===== src/rtl/lbc_pkg.sv =====
// ----------------------------------------------------------------------------
// lbc_pkg: shared types and constants of the block buffer cache directory
// Transfer payloads, action and status codes, and the per-slot entry and
// neighbor chain records passed along the row of directory cells.
// ----------------------------------------------------------------------------
`default_nettype none

package lbc_pkg;

  localparam int NUM_SLOTS = 8;
  localparam int SLOT_W    = $clog2(NUM_SLOTS);
  localparam int TAG_W     = 32;
  localparam int CNT_W     = 8;
  localparam logic [CNT_W-1:0] COUNT_MAX = {CNT_W{1'b1}};

  typedef logic [SLOT_W-1:0] slot_t;
  typedef logic [CNT_W-1:0]  count_t;

  typedef enum logic [1:0] {
    ACT_GET     = 2'd0,
    ACT_RELEASE = 2'd1,
    ACT_MARK    = 2'd2,
    ACT_NONE    = 2'd3
  } action_t;

  typedef enum logic [2:0] {
    ST_HIT    = 3'd0,
    ST_NEW    = 3'd1,
    ST_BUSY   = 3'd2,
    ST_DONE   = 3'd3,
    ST_RELERR = 3'd4
  } status_t;

  typedef struct packed {
    logic [1:0]  action;
    logic [31:0] device;
    logic [31:0] block_number;
    logic [2:0]  slot_in;
  } in_item_t;

  typedef struct packed {
    logic [2:0] status;
    logic [2:0] slot_out;
    logic       needs_fill;
  } out_item_t;

  // One directory entry; the cell at position 0 is the most recent
  typedef struct packed {
    slot_t             slot;
    logic [TAG_W-1:0]  dev_tag;
    logic [TAG_W-1:0]  blk_tag;
    logic              vld;
    count_t            cnt;
  } entry_t;

  // Chain running from most recent toward least recent
  typedef struct packed {
    logic  hit;
    slot_t hit_slot;
    logic  hit_fill;
    logic  rel_ok;
  } up_chain_t;

  // Chain running from least recent toward most recent
  typedef struct packed {
    logic   free;
    slot_t  free_slot;
    logic   mtf;
    entry_t mtf_ent;
  } dn_chain_t;

  // Summary of one evaluation of the cell row
  typedef struct packed {
    logic  hit;
    slot_t hit_slot;
    logic  hit_fill;
    logic  rel_ok;
    logic  free;
    slot_t free_slot;
  } chain_sum_t;

endpackage

`default_nettype wire


===== src/rtl/lbc_cell.sv =====
// ----------------------------------------------------------------------------
// lbc_cell: one recency position of the buffer directory
// Holds one slot's tags, valid mark and count; joins the hit, free and
// move-to-front chains and takes its left neighbor's entry on a shift.
// ----------------------------------------------------------------------------
`default_nettype none

module lbc_cell
  import lbc_pkg::*;
(
  input  wire logic      clk,
  input  wire logic      rst_n,
  input  wire logic      exec,
  input  wire in_item_t  req,
  input  wire logic      is_head,
  input  wire slot_t     rst_slot,
  input  wire entry_t    left_ent,
  input  wire logic      hit_any,
  input  wire up_chain_t up_in,
  output up_chain_t      up_out,
  input  wire dn_chain_t dn_in,
  output dn_chain_t      dn_out,
  output entry_t         ent
);

  entry_t ent_r, ent_nxt;
  logic   is_get, is_rel, is_mark;
  logic   match, own_slot, cnt_zero, hit_here, free_here, tgt;
  entry_t tgt_ent;

  // Decode the request against this entry
  always_comb begin
    is_get   = (req.action == ACT_GET);
    is_rel   = (req.action == ACT_RELEASE);
    is_mark  = (req.action == ACT_MARK);
    match    = (ent_r.dev_tag == req.device) && (ent_r.blk_tag == req.block_number);
    own_slot = (ent_r.slot == slot_t'(req.slot_in));
    cnt_zero = (ent_r.cnt == '0);
    hit_here = is_get && match && !up_in.hit;
    free_here = cnt_zero && !dn_in.free;
    tgt      = is_rel && own_slot && (ent_r.cnt == count_t'(1));
    tgt_ent      = ent_r;
    tgt_ent.cnt  = '0;
  end

  // Pass the chains on to the neighbors
  always_comb begin
    up_out.hit      = up_in.hit || (is_get && match);
    up_out.hit_slot = hit_here ? ent_r.slot : up_in.hit_slot;
    up_out.hit_fill = hit_here ? !ent_r.vld : up_in.hit_fill;
    up_out.rel_ok   = up_in.rel_ok || (own_slot && !cnt_zero);
    dn_out.free      = dn_in.free || cnt_zero;
    dn_out.free_slot = free_here ? ent_r.slot : dn_in.free_slot;
    dn_out.mtf       = dn_in.mtf || tgt;
    dn_out.mtf_ent   = tgt ? tgt_ent : dn_in.mtf_ent;
  end

  // Update the entry
  always_comb begin
    ent_nxt = ent_r;
    if (exec) begin
      if (is_rel && dn_out.mtf) begin
        ent_nxt = is_head ? dn_out.mtf_ent : left_ent;
      end else if (is_rel && own_slot && !cnt_zero) begin
        ent_nxt.cnt = ent_r.cnt - count_t'(1);
      end else if (hit_here) begin
        if (ent_r.cnt != COUNT_MAX) begin
          ent_nxt.cnt = ent_r.cnt + count_t'(1);
        end
      end else if (is_get && !hit_any && free_here) begin
        ent_nxt.dev_tag = req.device;
        ent_nxt.blk_tag = req.block_number;
        ent_nxt.vld     = 1'b0;
        ent_nxt.cnt     = count_t'(1);
      end else if (is_mark && own_slot) begin
        ent_nxt.vld = 1'b1;
      end
    end
  end

  always_ff @(posedge clk) begin
    if (!rst_n) begin
      ent_r.slot    <= rst_slot;
      ent_r.dev_tag <= '0;
      ent_r.blk_tag <= '0;
      ent_r.vld     <= 1'b0;
      ent_r.cnt     <= '0;
    end else begin
      ent_r <= ent_nxt;
    end
  end

  assign ent = ent_r;

endmodule

`default_nettype wire


===== src/rtl/lbc_chain.sv =====
// ----------------------------------------------------------------------------
// lbc_chain: row of directory cells ordered by recency
// Wires the cells to their neighbors and reports the chain ends.
// ----------------------------------------------------------------------------
`default_nettype none

module lbc_chain
  import lbc_pkg::*;
(
  input  wire logic     clk,
  input  wire logic     rst_n,
  input  wire logic     exec,
  input  wire in_item_t req,
  output chain_sum_t    sum
);

  entry_t    ent [NUM_SLOTS];
  up_chain_t up  [NUM_SLOTS+1];
  dn_chain_t dn  [NUM_SLOTS+1];

  assign up[0]         = '0;
  assign dn[NUM_SLOTS] = '0;

  // Build the row; position 0 is the most recent
  for (genvar i = 0; i < NUM_SLOTS; i++) begin : g_cell
    lbc_cell u_cell (
      .clk      (clk),
      .rst_n    (rst_n),
      .exec     (exec),
      .req      (req),
      .is_head  (1'(i == 0)),
      .rst_slot (slot_t'(NUM_SLOTS - 1 - i)),
      .left_ent (ent[(i == 0) ? 0 : i - 1]),
      .hit_any  (up[NUM_SLOTS].hit),
      .up_in    (up[i]),
      .up_out   (up[i+1]),
      .dn_in    (dn[i+1]),
      .dn_out   (dn[i]),
      .ent      (ent[i])
    );
  end

  // Collect the chain ends
  always_comb begin
    sum.hit       = up[NUM_SLOTS].hit;
    sum.hit_slot  = up[NUM_SLOTS].hit_slot;
    sum.hit_fill  = up[NUM_SLOTS].hit_fill;
    sum.rel_ok    = up[NUM_SLOTS].rel_ok;
    sum.free      = dn[0].free;
    sum.free_slot = dn[0].free_slot;
  end

endmodule

`default_nettype wire


===== src/rtl/lru_block_buffer_cache_unit.sv =====
// ----------------------------------------------------------------------------
// lru_block_buffer_cache_unit: LRU buffer directory with reference counts
// Request capture, result formatting and the output register.
// ----------------------------------------------------------------------------
// Each request (get, release, mark valid, none) is first captured into the
// request register; then the row of eight recency cells is evaluated and
// updated and the result register loaded. The next request is taken once the
// current one has been evaluated; evaluation waits while a previous result
// is still held by out_stall. Each request gives exactly one result.
// After reset all slots are tagged device 0, block 0, not valid, count 0.
`default_nettype none

module lru_block_buffer_cache_unit
  import lbc_pkg::*;
(
  input  wire logic      clk,
  input  wire logic      rst_n,
  input  wire logic      in_valid,
  output logic           in_stall,
  input  wire in_item_t  in_data,
  output logic           out_valid,
  input  wire logic      out_stall,
  output out_item_t      out_data
);

  logic       busy_r, busy_nxt;
  logic       out_valid_r, out_valid_nxt;
  in_item_t   req_r;
  out_item_t  out_data_r, res;
  logic       in_xfer, exec;
  chain_sum_t sum;

  assign in_stall = busy_r;
  assign in_xfer  = in_valid && !busy_r;
  assign exec     = busy_r && (!out_valid_r || !out_stall);

  lbc_chain u_chain (
    .clk   (clk),
    .rst_n (rst_n),
    .exec  (exec),
    .req   (req_r),
    .sum   (sum)
  );

  // Format the result
  always_comb begin
    res.status     = ST_DONE;
    res.slot_out   = req_r.slot_in;
    res.needs_fill = 1'b0;
    case (req_r.action)
      ACT_GET: begin
        if (sum.hit) begin
          res.status     = ST_HIT;
          res.slot_out   = 3'(sum.hit_slot);
          res.needs_fill = sum.hit_fill;
        end else if (sum.free) begin
          res.status     = ST_NEW;
          res.slot_out   = 3'(sum.free_slot);
          res.needs_fill = 1'b1;
        end else begin
          res.status = ST_BUSY;
        end
      end
      ACT_RELEASE: begin
        res.status = sum.rel_ok ? ST_DONE : ST_RELERR;
      end
      default: begin
        res.status = ST_DONE;
      end
    endcase
  end

  // Advance the control flags
  always_comb begin
    busy_nxt      = busy_r;
    out_valid_nxt = out_valid_r;
    if (out_valid_r && !out_stall) begin
      out_valid_nxt = 1'b0;
    end
    if (exec) begin
      busy_nxt      = 1'b0;
      out_valid_nxt = 1'b1;
    end else if (in_xfer) begin
      busy_nxt = 1'b1;
    end
  end

  always_ff @(posedge clk) begin
    if (!rst_n) begin
      busy_r      <= 1'b0;
      out_valid_r <= 1'b0;
    end else begin
      busy_r      <= busy_nxt;
      out_valid_r <= out_valid_nxt;
    end
  end

  // Hold the payloads
  always_ff @(posedge clk) begin
    if (in_xfer) begin
      req_r <= in_data;
    end
    if (exec) begin
      out_data_r <= res;
    end
  end

  assign out_valid = out_valid_r;
  assign out_data  = out_data_r;

`ifndef NO_ASSERTIONS
  a_exec_loads_out: assert property (@(posedge clk) disable iff (!rst_n)
    exec |=> (out_valid_r && !busy_r))
    else $error("evaluated request did not reach the output register");

  a_new_needs_fill: assert property (@(posedge clk) disable iff (!rst_n)
    (out_valid_r && out_data_r.status == ST_NEW) |-> out_data_r.needs_fill)
    else $error("new allocation without fill request");

  a_fill_only_get: assert property (@(posedge clk) disable iff (!rst_n)
    (out_valid_r && (out_data_r.status == ST_BUSY || out_data_r.status == ST_DONE ||
                     out_data_r.status == ST_RELERR)) |-> !out_data_r.needs_fill)
    else $error("fill request on a non-get result");

  a_no_exec_idle: assert property (@(posedge clk) disable iff (!rst_n)
    !busy_r |-> !exec)
    else $error("evaluation without a captured request");
`endif

endmodule

`default_nettype wire


===== config.mk =====
export PLATFORM = sky130hd
export DESIGN_NAME = lru_block_buffer_cache_unit
export DESIGN_NICKNAME = d
export VERILOG_FILES = /design/src/rtl/lbc_pkg.sv /design/src/rtl/lbc_cell.sv /design/src/rtl/lbc_chain.sv /design/src/rtl/lru_block_buffer_cache_unit.sv
export SDC_FILE = /design/constraint.sdc
export NUM_CORES = 2
export LEC_CHECK = 0
export ABC_AREA = 0
export ABC_CLOCK_PERIOD_IN_PS = 3750
export BUFFER_PORTS_ARGS = -buffer_cell sky130_fd_sc_hd__buf_2
export CELL_PAD_IN_SITES_DETAIL_PLACEMENT = 2
export CELL_PAD_IN_SITES_GLOBAL_PLACEMENT = 2
export CORE_MARGIN = 1.5
export CORE_UTILIZATION = 35
export DETAILED_ROUTE_END_ITERATION = 16
export PLACE_DENSITY = 0.86
export SLEW_MARGIN = 20
export SYNTH_ARGS = -nofsm -noshare
export SYNTH_HDL_FRONTEND = slang
export SYNTH_SLANG_ARGS = --single-unit
export TNS_END_PERCENT = 100

===== constraint.sdc =====
create_clock -name clk -period 3.75 [get_ports clk]
set_input_delay 0.1875 -clock clk [delete_from_list [all_inputs] [get_ports clk]]
set_output_delay 0.1875 -clock clk [all_outputs]
set_load 0.02 [all_outputs]

==> results.toml, run 1 <==
[status]
status = "stopped before the end"
error = "[ERROR GRT-0116] Global routing finished with congestion. Check the congestion regions in the DRC Viewer."
stop_stage = "global routing"

[placement]
finalWeightedCongestion = 1.09
dpl_worst_slack_ps = -982
portBuffers = 81
dp_hpwl_um = 215000

[clock_tree]
cts.sinks = 686
clockBufferDepth = 3
root_buffer = "clkbuf_16"
h-tree-depth = 3
cts_buffers = 89

[floorplan]
num_rows = 127
pin_count = 82
start_util_pct = 35.4
die_y_um = 351
die_x_um = 351

[grt]
grt_overflow = 10
grt_use_total_pct = 69.5
grt_pass1_wl_um = 607000
grt_pass1_vias = 70600
grt_max_degree = 123

[yosys]
ys_ff_latch = 686
synth.net_count = 5419
avgSynthCellArea_um2 = 7.99
netlist_area_mm2 = 0.0425
synth_flop_cell = "dfxtp_1"
synth_warnings = 0
synth_top_area_share_pct = 28.7
synth_area_leaders = "dfxtp_1, nand2_1, xnor2_1"
ys_seq_area_share_pct = 34.1
synth_edf_count = 76
ys_async_sr_fraction_pct = 0
synthCells = 5315
yosys.area.top_type = "dfxtp_1"
yosys.cell_types.count = 90
-- per-stage QoR --
stage	TNS (ps)	instance area (um2)	util (%)	std cells	hold slack, ps
after global placement	-453320	51900	43.2	7485	364
after floorplan	0	42500	-	5315	286
after detailed placement	-392870	52000	43.2	7485	366
after CTS	-134000	59500	49.5	7834	105
-- cell families after synthesis --
| family | Yosys count | share of synthesized area [%] |
|---|---|---|
| buffers and inverters | 671 | 6.94 |
| XOR/XNOR | 446 | 9.19 |
| flip-flops | 686 | 34.1 |
| AND/OR/NAND/NOR | 1744 | 18.7 |
| adder cells (fa/ha/maj) | 31 | 0.913 |
| multiplexers | 43 | 1.02 |
| AO/OA/AOI/OAI | 1694 | 29.1 |
-- repair_timing --
| item | in CTS |
|---|---|
| hold buffers | 73 |
| gates resized for setup | 438 |
| cloned | 31 |
| setup buffers | 81 |
| setup endpoints to repair | 593 |
| endpoints found under the hold margin | 90 |
| pin swaps | 83 |
-- cell usage after synthesis (40+ instances only) --
master	n
nand2_1	742
dfxtp_1	610
nor2_1	414
clkbuf_1	327
a21oi_1	289
xnor2_1	264
a311oi_1	195
o21ai_0	192
xor2_1	182
buf_2	180
o22ai_1	164
nand3_1	153
a221oi_1	147
o31ai_1	144
nand4_1	101
inv_1	97
o2bb2ai_1	86
o211ai_1	77
edfxtp_1	76
a22oi_1	73
nor4_1	73
nor3_1	68
o211a_1	68
a221o_1	58
nand2b_1	48
mux2i_1	40
-- routing by layer --
layer	GRT usage, %	GRT overflow
met1	69.1	0
met2	85.3	2
met3	54.8	0
met4	69.4	8
met5	30.2	0
==> run 2: changes to the inputs <==
Settings changed: ABC_CLOCK_PERIOD_IN_PS 3750 to 4900, CELL_PAD_IN_SITES_DETAIL_PLACEMENT 2 to not set, CELL_PAD_IN_SITES_GLOBAL_PLACEMENT 2 to not set, CORE_UTILIZATION 35 to 40, PLACE_DENSITY 0.86 to not set, PLACE_DENSITY_LB_ADDON set to 0.15.
Clock period 3.75 ns to 4.9 ns, I/O delays scaled along.
==> results.toml, run 2 <==
[worst_hold_path]
hp-start = "rst_n"
hp-class = "input port to flop"
worst_hold_path.num_cells = 2
hold_end = "u_chain.g_cell[2].u_cell.ent[68]"

[worst_setup_path]
critPathRequiredTime_ps = 5490
cp_max_fo = 16
r2r_slack_ps = 120
r2r-end = "u_chain.g_cell[6].u_cell.ent[45]"
worst_ep_arrival_time_ps = 5370
end_kind = "flop"
rr_worst_depth = 13
reg2reg_from = "req_r[4]"
crit_type = "flop to flop"
start_kind = "flop"

[route]
remaining_drc_errors = 0
dr.first_iter.drc_count = 7200
num_vias = 46900
wl_per_cell_um = 35.1
via_per_inst = 6.82
dr.pass1.iters = 6
routed_wl_um = 241000
antenna_left = 0

[yosys]
yosys.area.top_type = "dfxtp_1"
synthTopCellsByCount = "nand2_1, dfxtp_1, nor2_1"
synthCells = 5315
synth_edf_count = 76
synth_top_area_share_pct = 28.7
ys_async_sr_fraction_pct = 0
ys_ff_latch = 686
ys_seq_area_share_pct = 34.1
netlist_area_mm2 = 0.0425
synth_flop_cell = "dfxtp_1"
synth.net_count = 5419
synth_area_leaders = "dfxtp_1, nand2_1, xnor2_1"
avgSynthCellArea_um2 = 7.99
yosys.cell_types.count = 90
yosysMostFrequentCell = "nand2_1"
synth_warnings = 0

[clock_tree]
clkTransAtPathRegs_ps = 60
cts_buffers = 85
root_buffer = "clkbuf_16"
h-tree-depth = 3
post_cts_buffers = 0
cts_tree = "done"
cts.sinks = 686
worst_skew_pair.late_latency_ps = 710
clockBufferDepth = 3

[grt]
grt_use_total_pct = 43.2
grt_pass1_wl_um = 336000
grt_antenna_before_repair = 20
grt_overflow = 0
grt_pass1_vias = 42200
grt_max_degree = 140

[sta]
drv_slew = 0
fmax_mhz = 209
finalCritPeriodShare_pct = 97.5
holdWs_ps = 148
skew_ps = 29.4
period_minus_slack_ps = 4780
fin_tns_setup_ps = 0
finalHoldViolations = 0
worstMarginPinSlew_ps = 1120
grt_setup_unrepaired = "no"
slew-limit-headroom_pct = 25.4
setup_violations = 0

[power]
finalPower_w = 0.0141
leakagePower_nw = 18.1
max-vdd-ir-drop_mv = 0.317
power.density_mw_per_mm2 = 284

[cells_and_area]
final_cells = 6876
syn_to_final_growth_pct = 17.3
drive_gt1_share_pct = 13.1
layout_common_cells = "nand2_1, dfxtp_1, nor2_1"
final_common_cell = "nand2_1"
largest_reg_flops = 608
regArea_mm2 = 0.0145
nNetsFinal = 5510
multi_input_area_mm2 = 0.0253
fill_cells = 10300

[status]
status = "complete, no violations"

[floorplan]
start_util_pct = 40.4
core_area_mm2 = 0.105
die_y_um = 329
pin_count = 82
num_rows = 119
die_x_um = 329
die_area_mm2 = 0.108

[placement]
portBuffers = 81
finalWeightedCongestion = 1.08
numPlacedInstances = 6639
dp_hpwl_um = 171000

[job]
cap_violations = 0
## run 2: stage by stage
step | util (%) | setup WS, ps | instance area (um2)
floorplan | - | 925 | 42500
global placement | 43.9 | 365 | 46200
detailed placement | 43.9 | 337 | 46200
CTS | 47.3 | 292 | 49800
global route | 47.3 | 185 | 49800
finish | 47.3 | 121 | 49800
## run 2: worst max-delay path by stage
stage | from | slack [ps] | end | cells after the start
after global placement | req_r[4] | 360 | u_chain.g_cell[3].u_cell.ent[5] | 13
after floorplan | in_stall | 920 | req_r[0] | 1
after global routing | req_r[4] | 190 | u_chain.g_cell[6].u_cell.ent[59] | 13
final | req_r[4] | 120 | u_chain.g_cell[6].u_cell.ent[45] | 13
after CTS | req_r[4] | 290 | u_chain.g_cell[6].u_cell.ent[45] | 13
after detailed placement | req_r[4] | 340 | u_chain.g_cell[6].u_cell.ent[45] | 13
## run 2: power breakdown
part	total, W	leakage, nW	switching, W	internal (W)
logic	0.00153	11.1	0.00106	0.000476
registers	0.00596	5.64	0.000190	0.00577
clock network	0.00665	1.40	0.00281	0.00384
total	0.0141	18.1	0.00406	0.0101
## run 2: area by class of cell
class | instances | area share [%]
clock buffers | 120 | 4.88
repair buffers | 570 | 10.1
diodes | 7 | 0.0352
well taps | 1391 | 3.49
clock inverters | 39 | 0.856
flip-flops and latches | 686 | 29.1
multi-input cells | 3958 | 50.7
inverters | 105 | 0.811
## run 2: per-layer routing
layer | up-vias | GRT usage (%) | wire, um
met4 | 24 | 29.4 | 20400
li1 | 19900 | - | -
met1 | 22800 | 54.7 | 91300
met5 | - | 0 | 149
met2 | 3349 | 65.4 | 103000
met3 | 743 | 9.78 | 26100
## run 2: cells by family after synthesis
group           after synthesis  synth area share (%)
simple gates               1744                  18.7
compound gates             1694                  29.1
flops                       686                  34.1
buf+inv                     671                  6.94
xor+xnor                    446                  9.19
mux                          43                  1.02
fa+ha+maj                    31                 0.913
## run 2: timing repair
item / 4_1_cts / 5_1_grt
hold buffers: 71 / 0
endpoints found under the setup margin: 0 / 0
resized for setup: 0 / 0
endpoints found under the hold margin: 71 / 0
## run 2: critical path, stage by stage (launching register included)
cell and delay (ps):
edfxtp_1 600, buf_4 280, xnor2_1 550, nand4_1 390, nor4_1 440, nand2_1 110
or4_4 610, and4_1 330, and3_1 240, a211oi_4 200, buf_12 250, buf_4 280
nor2_1 60, a311oi_1 260
Note: power is estimated with default switching activity, not from simulation.
